## config.mk

```make
export PLATFORM = sky130hd
export DESIGN_NAME = multiplexed_servo_pulse_scheduler
export DESIGN_NICKNAME = d
export VERILOG_FILES = /design/src/rtl/core/msps_pkg.sv /design/src/rtl/core/msps_chan_mem.sv /design/src/rtl/core/msps_divider.sv /design/src/rtl/core/multiplexed_servo_pulse_scheduler.sv
export SDC_FILE = /design/constraint.sdc
export NUM_CORES = 1
export LEC_CHECK = 0
export BUFFER_PORTS_ARGS = -buffer_cell sky130_fd_sc_hd__buf_2
export CORE_MARGIN = 4
export CORE_UTILIZATION = 40
export DETAILED_ROUTE_END_ITERATION = 8
export MAX_ROUTING_LAYER = met4
export PLACE_DENSITY_LB_ADDON = 0.25
export SLEW_MARGIN = 20
export SYNTH_ARGS = -nofsm -noshare
export SYNTH_HDL_FRONTEND = slang
export SYNTH_SLANG_ARGS = --single-unit
```

## constraint.sdc

```tcl
create_clock -name clock -period 5.3 [get_ports clock]
set_input_delay 1.06 -clock clock [delete_from_list [all_inputs] [get_ports clock]]
set_output_delay 1.06 -clock clock [all_outputs]
set_load 0.01 [all_outputs]
```

## src/rtl/core/msps_pkg.sv

```systemverilog
// Package for the servo pulse scheduler: codes, widths, reset values, result type.
// No dependencies.
package msps_pkg;

   localparam int CHANNELS_DEF = 16;
   localparam int WIDTH_W      = 16;
   localparam int SLOT_W       = 7;
   localparam int OVH_W        = 8;
   localparam int TIMER_W      = 8;
   localparam int CSR_AW       = 3;
   localparam int CSR_DW       = 32;

   localparam logic [SLOT_W-1:0]  SLOT_TIME_RST = 7'd100;
   localparam logic [OVH_W-1:0]   SLOT_OVH_RST  = 8'd27;
   localparam logic [WIDTH_W-1:0] WIDTH_RST     = 16'd500;

   localparam logic [1:0] CMD_TICK  = 2'd0;
   localparam logic [1:0] CMD_EXP0  = 2'd1;
   localparam logic [1:0] CMD_EXP1  = 2'd2;
   localparam logic [1:0] CMD_WRITE = 2'd3;

   localparam logic [1:0] ACT_NONE = 2'd0;
   localparam logic [1:0] ACT_HIGH = 2'd1;
   localparam logic [1:0] ACT_LOW  = 2'd2;

   localparam logic [1:0] STAT_OK       = 2'd0;
   localparam logic [1:0] STAT_DISABLED = 2'd1;
   localparam logic [1:0] STAT_ALL_BUSY = 2'd2;
   localparam logic [1:0] STAT_IDLE_EXP = 2'd3;

   localparam logic REG_SLOT_TIME = 1'b0;
   localparam logic REG_SLOT_OVH  = 1'b1;

   typedef struct packed {
      logic [1:0]         status;
      logic [TIMER_W-1:0] timer_load;
      logic               timer_load_valid;
      logic               engine;
      logic [3:0]         pin_channel;
      logic [1:0]         pin_action;
   } res_type;

endpackage

```

## src/rtl/core/msps_chan_mem.sv

```systemverilog
// Channel table: width and enable per channel, synchronous read, one write port.
// Uses msps_pkg; unwritten entries read as the reset width and enabled.
module msps_chan_mem #(
   parameter int CHANNELS = msps_pkg::CHANNELS_DEF,
   parameter int AW       = $clog2(CHANNELS)
) (
   input  logic                         clock,
   input  logic                         reset,
   input  logic                         wr_en,
   input  logic [AW-1:0]                wr_addr,
   input  logic [msps_pkg::WIDTH_W-1:0] wr_width,
   input  logic                         wr_enable,
   input  logic                         rd_en,
   input  logic [AW-1:0]                rd_addr,
   output logic [msps_pkg::WIDTH_W-1:0] rd_width,
   output logic                         rd_enable
);
   import msps_pkg::*;

   logic [WIDTH_W:0]    mem [CHANNELS];
   logic [CHANNELS-1:0] vld_ff;
   logic [WIDTH_W:0]    rd_data_ff;
   logic                rd_vld_ff;

   always_ff @(posedge clock) begin
      if (reset) begin
         vld_ff <= '0;
      end else if (wr_en) begin
         vld_ff[wr_addr] <= 1'b1;
      end
   end

   always_ff @(posedge clock) begin
      if (wr_en) begin
         mem[wr_addr] <= {wr_enable, wr_width};
      end
      if (rd_en) begin
         rd_data_ff <= mem[rd_addr];
         rd_vld_ff  <= vld_ff[rd_addr];
      end
   end

   assign rd_width  = rd_vld_ff ? rd_data_ff[WIDTH_W-1:0] : WIDTH_RST;
   assign rd_enable = rd_vld_ff ? rd_data_ff[WIDTH_W] : 1'b1;

endmodule

```

## src/rtl/core/msps_divider.sv

```systemverilog
// Serial restoring divider, one quotient bit per cycle (width / slot time).
// Uses msps_pkg; divisor must be nonzero.
module msps_divider (
   input  logic                         clock,
   input  logic                         reset,
   input  logic                         start,
   input  logic [msps_pkg::WIDTH_W-1:0] dividend,
   input  logic [msps_pkg::SLOT_W-1:0]  divisor,
   output logic                         done,
   output logic [msps_pkg::WIDTH_W-1:0] quot,
   output logic [msps_pkg::SLOT_W-1:0]  rem
);
   import msps_pkg::*;

   localparam int CNT_W = $clog2(WIDTH_W);

   logic               busy_ff, busy_in;
   logic               done_ff, done_in;
   logic [CNT_W-1:0]   cnt_ff, cnt_in;
   logic [WIDTH_W-1:0] q_ff, q_in;
   logic [SLOT_W-1:0]  rem_ff, rem_in;
   logic [SLOT_W-1:0]  d_ff, d_in;
   logic [SLOT_W:0]    trial;
   logic               ge;

   always_comb begin
      trial   = {rem_ff, q_ff[WIDTH_W-1]};
      ge      = trial >= {1'b0, d_ff};
      busy_in = busy_ff;
      done_in = 1'b0;
      cnt_in  = cnt_ff;
      q_in    = q_ff;
      rem_in  = rem_ff;
      d_in    = d_ff;
      if (start) begin
         busy_in = 1'b1;
         cnt_in  = '0;
         q_in    = dividend;
         rem_in  = '0;
         d_in    = divisor;
      end else if (busy_ff) begin
         rem_in = ge ? SLOT_W'(trial - {1'b0, d_ff}) : trial[SLOT_W-1:0];
         q_in   = {q_ff[WIDTH_W-2:0], ge};
         cnt_in = cnt_ff + 1'b1;
         if (cnt_ff == CNT_W'(WIDTH_W - 1)) begin
            busy_in = 1'b0;
            done_in = 1'b1;
         end
      end
   end

   always_ff @(posedge clock) begin
      if (reset) begin
         busy_ff <= 1'b0;
         done_ff <= 1'b0;
         cnt_ff  <= '0;
      end else begin
         busy_ff <= busy_in;
         done_ff <= done_in;
         cnt_ff  <= cnt_in;
      end
   end

   always_ff @(posedge clock) begin
      q_ff   <= q_in;
      rem_ff <= rem_in;
      d_ff   <= d_in;
   end

   assign done = done_ff;
   assign quot = q_ff;
   assign rem  = rem_ff;

endmodule

```

## src/rtl/core/multiplexed_servo_pulse_scheduler.sv

```systemverilog
// Servo pulse scheduler top level: stream ports, CSR port, control and engine state.
// Uses msps_pkg, msps_chan_mem and msps_divider.
//
// One transaction in, one result out. A frame-slot tick on an enabled channel with
// an idle engine runs as follows from one accept to the next: the accept cycle issues
// the channel table read, ST_DEC picks the engine and starts the divider, ST_DIV waits
// for the bit-serial width / slot_time division and collects quotient and remainder,
// and ST_OUT hands the result to the output register. Ticks that skip a channel go
// from ST_DEC to ST_OUT; engine expiries and channel writes go from ST_IDLE to ST_OUT.
// The block works on one transaction at a time; a result waiting in the output register
// does not block the next input, but that input's result waits until it frees up.
module multiplexed_servo_pulse_scheduler #(
   parameter int CHANNELS = msps_pkg::CHANNELS_DEF
) (
   input  logic                        clock,
   input  logic                        reset,
   input  logic                        req_tvalid,
   output logic                        req_tready,
   input  logic [23:0]                 req_tdata,  // channel[3:0], width[19:4], enable[20]
   input  logic [1:0]                  req_tuser,  // command[1:0]
   output logic                        rsp_tvalid,
   input  logic                        rsp_tready,
   // pin_action[1:0], pin_channel[5:2], engine[6], timer_load_valid[7], timer_load[15:8]
   output logic [15:0]                 rsp_tdata,
   output logic [1:0]                  rsp_tuser,  // status[1:0]
   input  logic                        csr_psel,
   input  logic                        csr_penable,
   input  logic                        csr_pwrite,
   input  logic [msps_pkg::CSR_AW-1:0] csr_paddr,
   input  logic [msps_pkg::CSR_DW-1:0] csr_pwdata,
   output logic [msps_pkg::CSR_DW-1:0] csr_prdata,
   output logic                        csr_pready
);
   import msps_pkg::*;

   localparam int CH_AW = $clog2(CHANNELS);

   localparam logic [1:0] ST_IDLE = 2'd0;
   localparam logic [1:0] ST_DEC  = 2'd1;
   localparam logic [1:0] ST_DIV  = 2'd2;
   localparam logic [1:0] ST_OUT  = 2'd3;

   logic [1:0]         state_ff, state_in;
   logic [SLOT_W-1:0]  slot_ff, slot_in;
   logic [OVH_W-1:0]   ovh_ff, ovh_in;
   logic [CH_AW-1:0]   next_ch_ff, next_ch_in;
   logic [CH_AW-1:0]   cur_ch_ff, cur_ch_in;
   logic [1:0]         eng_busy_ff, eng_busy_in;
   logic [CH_AW-1:0]   eng_owner_ff [2];
   logic [CH_AW-1:0]   eng_owner_in [2];
   logic [WIDTH_W-1:0] eng_slots_ff [2];
   logic [WIDTH_W-1:0] eng_slots_in [2];
   logic               eng_sel_ff, eng_sel_in;
   res_type            res_ff, res_in;
   res_type            out_ff, out_in;
   logic               out_vld_ff, out_vld_in;

   logic               accept;
   logic               csr_wr;
   logic [1:0]         cmd;
   logic [3:0]         req_channel;
   logic [WIDTH_W-1:0] req_width;
   logic               req_enable;
   logic [SLOT_W-1:0]  slot_eff;
   logic [SLOT_W+1:0]  reload_sum;
   logic [TIMER_W-1:0] reload_val;
   logic [TIMER_W-1:0] header;
   logic               mem_wr;
   logic               mem_rd;
   logic [WIDTH_W-1:0] ch_width;
   logic               ch_enable;
   logic               div_start;
   logic               div_done;
   logic [WIDTH_W-1:0] div_quot;
   logic [SLOT_W-1:0]  div_rem;
   logic               exp_eng;

   assign cmd         = req_tuser;
   assign req_channel = req_tdata[3:0];
   assign req_width   = req_tdata[19:4];
   assign req_enable  = req_tdata[20];

   assign req_tready = (state_ff == ST_IDLE);
   assign accept     = req_tvalid && req_tready;
   assign csr_pready = 1'b1;
   assign csr_wr     = csr_psel && csr_penable && csr_pwrite && csr_pready;

   assign slot_eff   = (slot_ff == '0) ? SLOT_W'(1) : slot_ff;
   assign reload_sum = {2'b00, slot_eff} + {1'b0, ovh_ff};
   assign reload_val = reload_sum[SLOT_W+1] ? '0 : ~reload_sum[TIMER_W-1:0];
   assign header     = {1'b0, div_rem} + {1'b0, slot_eff};
   assign exp_eng    = (cmd == CMD_EXP1);

   assign mem_rd = accept && (cmd == CMD_TICK);
   assign mem_wr = accept && (cmd == CMD_WRITE) && (int'(req_channel) < CHANNELS);

   always_comb begin
      case (csr_paddr[2])
         REG_SLOT_TIME: csr_prdata = CSR_DW'(slot_ff);
         REG_SLOT_OVH:  csr_prdata = CSR_DW'(ovh_ff);
         default:       csr_prdata = '0;
      endcase
   end

   msps_chan_mem #(
      .CHANNELS (CHANNELS),
      .AW       (CH_AW)
   ) u_chan_mem (
      .clock     (clock),
      .reset     (reset),
      .wr_en     (mem_wr),
      .wr_addr   (CH_AW'(req_channel)),
      .wr_width  (req_width),
      .wr_enable (req_enable),
      .rd_en     (mem_rd),
      .rd_addr   (next_ch_ff),
      .rd_width  (ch_width),
      .rd_enable (ch_enable)
   );

   msps_divider u_divider (
      .clock    (clock),
      .reset    (reset),
      .start    (div_start),
      .dividend (ch_width),
      .divisor  (slot_eff),
      .done     (div_done),
      .quot     (div_quot),
      .rem      (div_rem)
   );

   always_comb begin
      state_in     = state_ff;
      slot_in      = slot_ff;
      ovh_in       = ovh_ff;
      next_ch_in   = next_ch_ff;
      cur_ch_in    = cur_ch_ff;
      eng_busy_in  = eng_busy_ff;
      eng_owner_in = eng_owner_ff;
      eng_slots_in = eng_slots_ff;
      eng_sel_in   = eng_sel_ff;
      res_in       = res_ff;
      out_in       = out_ff;
      out_vld_in   = out_vld_ff;
      div_start    = 1'b0;

      if (csr_wr) begin
         case (csr_paddr[2])
            REG_SLOT_TIME: slot_in = csr_pwdata[SLOT_W-1:0];
            REG_SLOT_OVH:  ovh_in  = csr_pwdata[OVH_W-1:0];
            default:       ;
         endcase
      end

      if (out_vld_ff && rsp_tready) begin
         out_vld_in = 1'b0;
      end

      case (state_ff)
         ST_IDLE: begin
            if (accept) begin
               res_in = '0;
               case (cmd)
                  CMD_TICK: begin
                     cur_ch_in  = next_ch_ff;
                     next_ch_in = (next_ch_ff == CH_AW'(CHANNELS - 1)) ?
                                  '0 : next_ch_ff + 1'b1;
                     state_in   = ST_DEC;
                  end
                  CMD_EXP0, CMD_EXP1: begin
                     res_in.engine = exp_eng;
                     if (!eng_busy_ff[exp_eng]) begin
                        res_in.status = STAT_IDLE_EXP;
                     end else if (eng_slots_ff[exp_eng] == '0) begin
                        eng_busy_in[exp_eng] = 1'b0;
                        res_in.pin_action    = ACT_LOW;
                        res_in.pin_channel   = 4'(eng_owner_ff[exp_eng]);
                     end else begin
                        eng_slots_in[exp_eng]   = eng_slots_ff[exp_eng] - 1'b1;
                        res_in.pin_channel      = 4'(eng_owner_ff[exp_eng]);
                        res_in.timer_load_valid = 1'b1;
                        res_in.timer_load       = reload_val;
                     end
                     state_in = ST_OUT;
                  end
                  default: begin
                     state_in = ST_OUT;
                  end
               endcase
            end
         end
         ST_DEC: begin
            res_in.pin_channel = 4'(cur_ch_ff);
            if (!ch_enable) begin
               res_in.status = STAT_DISABLED;
               state_in      = ST_OUT;
            end else if (eng_busy_ff[0] && eng_busy_ff[1]) begin
               res_in.status = STAT_ALL_BUSY;
               state_in      = ST_OUT;
            end else begin
               eng_sel_in = eng_busy_ff[0];
               div_start  = 1'b1;
               state_in   = ST_DIV;
            end
         end
         ST_DIV: begin
            if (div_done) begin
               eng_busy_in[eng_sel_ff]  = 1'b1;
               eng_owner_in[eng_sel_ff] = cur_ch_ff;
               eng_slots_in[eng_sel_ff] = (div_quot == '0) ? '0 : div_quot - 1'b1;
               res_in.pin_action        = ACT_HIGH;
               res_in.engine            = eng_sel_ff;
               res_in.timer_load_valid  = 1'b1;
               res_in.timer_load        = ~header;
               state_in                 = ST_OUT;
            end
         end
         ST_OUT: begin
            if (!out_vld_ff || rsp_tready) begin
               out_in     = res_ff;
               out_vld_in = 1'b1;
               state_in   = ST_IDLE;
            end
         end
         default: begin
            state_in = ST_IDLE;
         end
      endcase
   end

   always_ff @(posedge clock) begin
      if (reset) begin
         state_ff     <= ST_IDLE;
         slot_ff      <= SLOT_TIME_RST;
         ovh_ff       <= SLOT_OVH_RST;
         next_ch_ff   <= '0;
         eng_busy_ff  <= '0;
         eng_owner_ff <= '{default: '0};
         eng_slots_ff <= '{default: '0};
         out_vld_ff   <= 1'b0;
      end else begin
         state_ff     <= state_in;
         slot_ff      <= slot_in;
         ovh_ff       <= ovh_in;
         next_ch_ff   <= next_ch_in;
         eng_busy_ff  <= eng_busy_in;
         eng_owner_ff <= eng_owner_in;
         eng_slots_ff <= eng_slots_in;
         out_vld_ff   <= out_vld_in;
      end
   end

   always_ff @(posedge clock) begin
      cur_ch_ff  <= cur_ch_in;
      eng_sel_ff <= eng_sel_in;
      res_ff     <= res_in;
      out_ff     <= out_in;
   end

   assign rsp_tvalid = out_vld_ff;
   assign rsp_tdata  = {out_ff.timer_load, out_ff.timer_load_valid, out_ff.engine,
                        out_ff.pin_channel, out_ff.pin_action};
   assign rsp_tuser  = out_ff.status;

endmodule

```

==> flow_summary.yaml <==
run_status:
  status: "finished, final reports clean"
sta:
  fin_crit_ns: 3.77
  hold_viol: 0
  setup_viol: 0
  finClkSkew_ns: 0.0119
  fin_tns_setup_ns: 0
  worst_slew_pin_slew_ns: 1.08
  fin_ws_ns: 1.53
  slew_viol_final: 0
  fmax_mhz: 265
  slew_headroom: 0.280
  timing.final.crit_share: 0.712
  rsz0062_at_grt: "no"
setup_path:
  critPathMaxFanout: 19
  timing.rr.start: "state_ff[0]$_SDFFE_PP0P_"
  startpoint_type: "input port"
  cpMostUsedCell: "ha_1"
  worstReg2RegEnd: "eng_slots_ff[12]$_SDFFE_PP0P_"
  crit_type: "in -> reg"
  r2r_setup_slack_ns: 2.08
  crit_arrival_ns: 4.26
  cp-end-kind: "register"
  crit_slowest_cell: "or3b_1"
  crit_chain: "buf_2 > inv_1 > ha_1 > mux2i_1 > ha_1 > nor4b_1 > o21ai_1 > a2111oi_4 > or3b_1 > a211oi_1 > nor3_1"
  cp_slowest_stage_delay_ns: 0.68
  r2r_cells: 9
  required_ns: 5.78
finish:
  drive_gt1_frac: 0.208
  final_cell_area_um2: 21700
  final_common_cell: "edfxtp_1"
  final_nets: 1496
  syn_to_final_growth_pct: 13.2
  final_cell_mix: "edfxtp_1 (354), nor2_1 (126), mux4_2 (90), dfxtp_1 (90), nand2_1 (76)"
power_and_ir_drop:
  p_sw_frac: 0.273
  power_switching_mw: 2.48
  power.share.combinational: 0.170
  p_seq_frac: 0.479
  power_per_cell_area_nw_per_um2: 419
  p_leak_nw: 7.27
  irDropWorstVdd_v: 0.000279
  internal_power_mw: 6.62
  power_mw: 9.10
  p_clk_frac: 0.351
drt:
  vias_per_cell: 5.39
  wirelength_mm: 41.7
  vias: 11036
  antenna_left: 0
  drc: 0
  wire_per_inst_um: 20.4
  drt_iter0_drc: 969
  dr.pass1.iters: 5
cts:
  cts_buffer_depth: 3
  clk_pin_slew_ns: 0.06
  cts_buffers: 47
  cts_hold_buf: 0
  cts_setup_buffers: 0
  clock_latency_ns: 0.58
  cts-root-buf: "clkbuf_16"
  cts_tree: "yes"
  h-tree-depth: 2
  cts_resized: 0
  cts.sinks: 447
synth:
  synth.avg_cell_area_um2: 14.6
  synth_seq_area_share: 0.650
  synth_area_um2: 19200
  ys.flop_type: "edfxtp_1"
  synth_seq_cells: 447
  synth_edf_count: 354
  syn_inst: 1315
  yosysWarnings: 0
  ys_types: 68
  ys_async_sr_fraction: 0
die:
  dieArea_um2: 51600
  die_y_um: 227
  initial_core_util: 0.403
  row_count: 80
  ios: 121
  core_um2: 47600
  die_x_um: 227
global_route:
  grt_pass1_wl_mm: 64.5
  met1_usage: 0.230
  grt_busiest_layer: "met2"
  met2_usage: 0.264
  grt_max_degree: 95
  grt_pass1_vias: 10942
  grtUsageMet3: 0.0271
  grt_overflow: 0
  antenna_found_initial: 2
  gr-usage-all-layers: 0.168
place:
  dpl.hpwl_mm: 25.5
  place_congestion: 0.817
  placed_area_um2: 20200
  io_buffers: 66
  place_ws_ns: 0.957
min_path:
  hold_path.class: "reg -> reg"
  hold_end: "rsp_tdata[13]$_DFFE_PP_"
  min_from: "res_ff[13]$_DFFE_PP_"
  min_delay_path_depth: 0
flow_run:
  drv_cap: 0
## worst max-delay path, delay by kind of cell
family / cells / cell delay (ns)
adders and majority gates: 2 / 0.54
buffers and inverters: 2 / 0.18
muxes: 1 / 0.22
and+or+nand+nor: 3 / 1.39
AOI/OAI and AO/OA: 3 / 0.86
## synth_stat cells (12+ instances only)
cell	number	area, um^2
ha_1	33	413
mux2i_1	26	260
nand2b_1	14	87.6
buf_4	26	195
a21oi_1	46	230
a211oi_1	17	128
xor2_1	16	140
dfxtp_1	93	1860
nor2_1	138	518
nor3_1	38	190
nor2b_1	12	75.1
clkbuf_1	44	165
edfxtp_1	354	10600
xnor2_1	19	166
inv_1	39	146
nand3_1	24	120
nand2_1	76	285
o21ai_0	31	155
mux4_2	90	2030
o22ai_1	19	119
## registers in the layout (all words and copies together) (netlist names)
name and cells:
u_divider.busy_ff 1, rsp_tdata 16, u_divider.rem 7, slot_ff 7
ovh_ff 8, u_chan_mem.vld_ff 16, u_chan_mem.mem 272, res_ff 18
eng_owner_ff 8, state_ff 2, eng_sel_ff 1, u_divider.d_ff 7
eng_busy_ff 2, u_chan_mem.rd_data_ff 17, rsp_tuser 2, u_divider.cnt_ff 4
u_chan_mem.rd_vld_ff 1, eng_slots_ff 32, u_divider.done 1, rsp_tvalid 1
next_ch_ff 4, u_divider.quot 16, cur_ch_ff 4
## power by group through the flow
stage | Combinational (mW) | Sequential (mW) | Clock (mW)
finish | 1.54 | 4.36 | 3.19
global route | 1.73 | 4.40 | 3.43
CTS | 1.55 | 4.36 | 3.28
detailed placement | 1.54 | 4.44 | 0
global placement | 1.51 | 4.43 | 0
floorplan | 1.18 | 4.34 | 0
## area by class of cell
| class | count | area [um^2] |
|---|---|---|
| repair buffers | 95 | 563 |
| well taps | 615 | 769 |
| fillers | 4235 | 25900 |
| flip-flops and latches | 447 | 12500 |
| clock inverters | 22 | 198 |
| inverters | 39 | 146 |
| diodes | 2 | 5.00 |
| multi-input cells | 762 | 6250 |
| clock buffers | 65 | 1310 |
## stage by stage
| step | hold slack (ns) | utilization | cells |
|---|---|---|---|
| 3_5_place_dp | 0.405 | 0.425 | 1958 |
| 4_1_cts | 0.419 | 0.456 | 2045 |
| 5_1_grt | 0.422 | 0.456 | 2047 |
| 2_1_floorplan | 0.400 | - | 1338 |
| 3_3_place_gp | 0.403 | 0.425 | 1958 |
| 6_report | 0.417 | 0.456 | 2047 |
## layer usage
layer,part of all wire,vias up
met4,0.020,0
met5,0,-
li1,-,5169
met1,0.46,5559
met3,0.047,61
met2,0.48,247
## worst max-delay path by stage
stage,end,start,slack (ns),cells past startpoint
after floorplan,res_ff[10]$_DFFE_PP_,req_tuser[0],0.95,12
after global placement,eng_slots_ff[3]$_SDFFE_PP0P_,req_tuser[0],1.03,11
after detailed placement,eng_slots_ff[12]$_SDFFE_PP0P_,req_tuser[0],0.96,10
after CTS,eng_slots_ff[2]$_SDFFE_PP0P_,req_tuser[0],1.56,10
after global routing,eng_slots_ff[12]$_SDFFE_PP0P_,req_tuser[0],1.04,11
final,eng_slots_ff[10]$_SDFFE_PP0P_,req_tuser[0],1.53,11
## cell families (layout without fill, tap and decap cells)
group	count (synthesis)	count (layout)	synth area share
DFF	447	447	0.650
and+or+nand+nor	353	353	0.0865
AOI/OAI and AO/OA	187	187	0.0656
buffers and inverters	129	221	0.0319
muxes	126	126	0.125
adders and majority gates	36	36	0.0246
xor gates and xnor gates	35	35	0.0160
other	2	27	0.000391
Power figures use the tool's default switching activity.
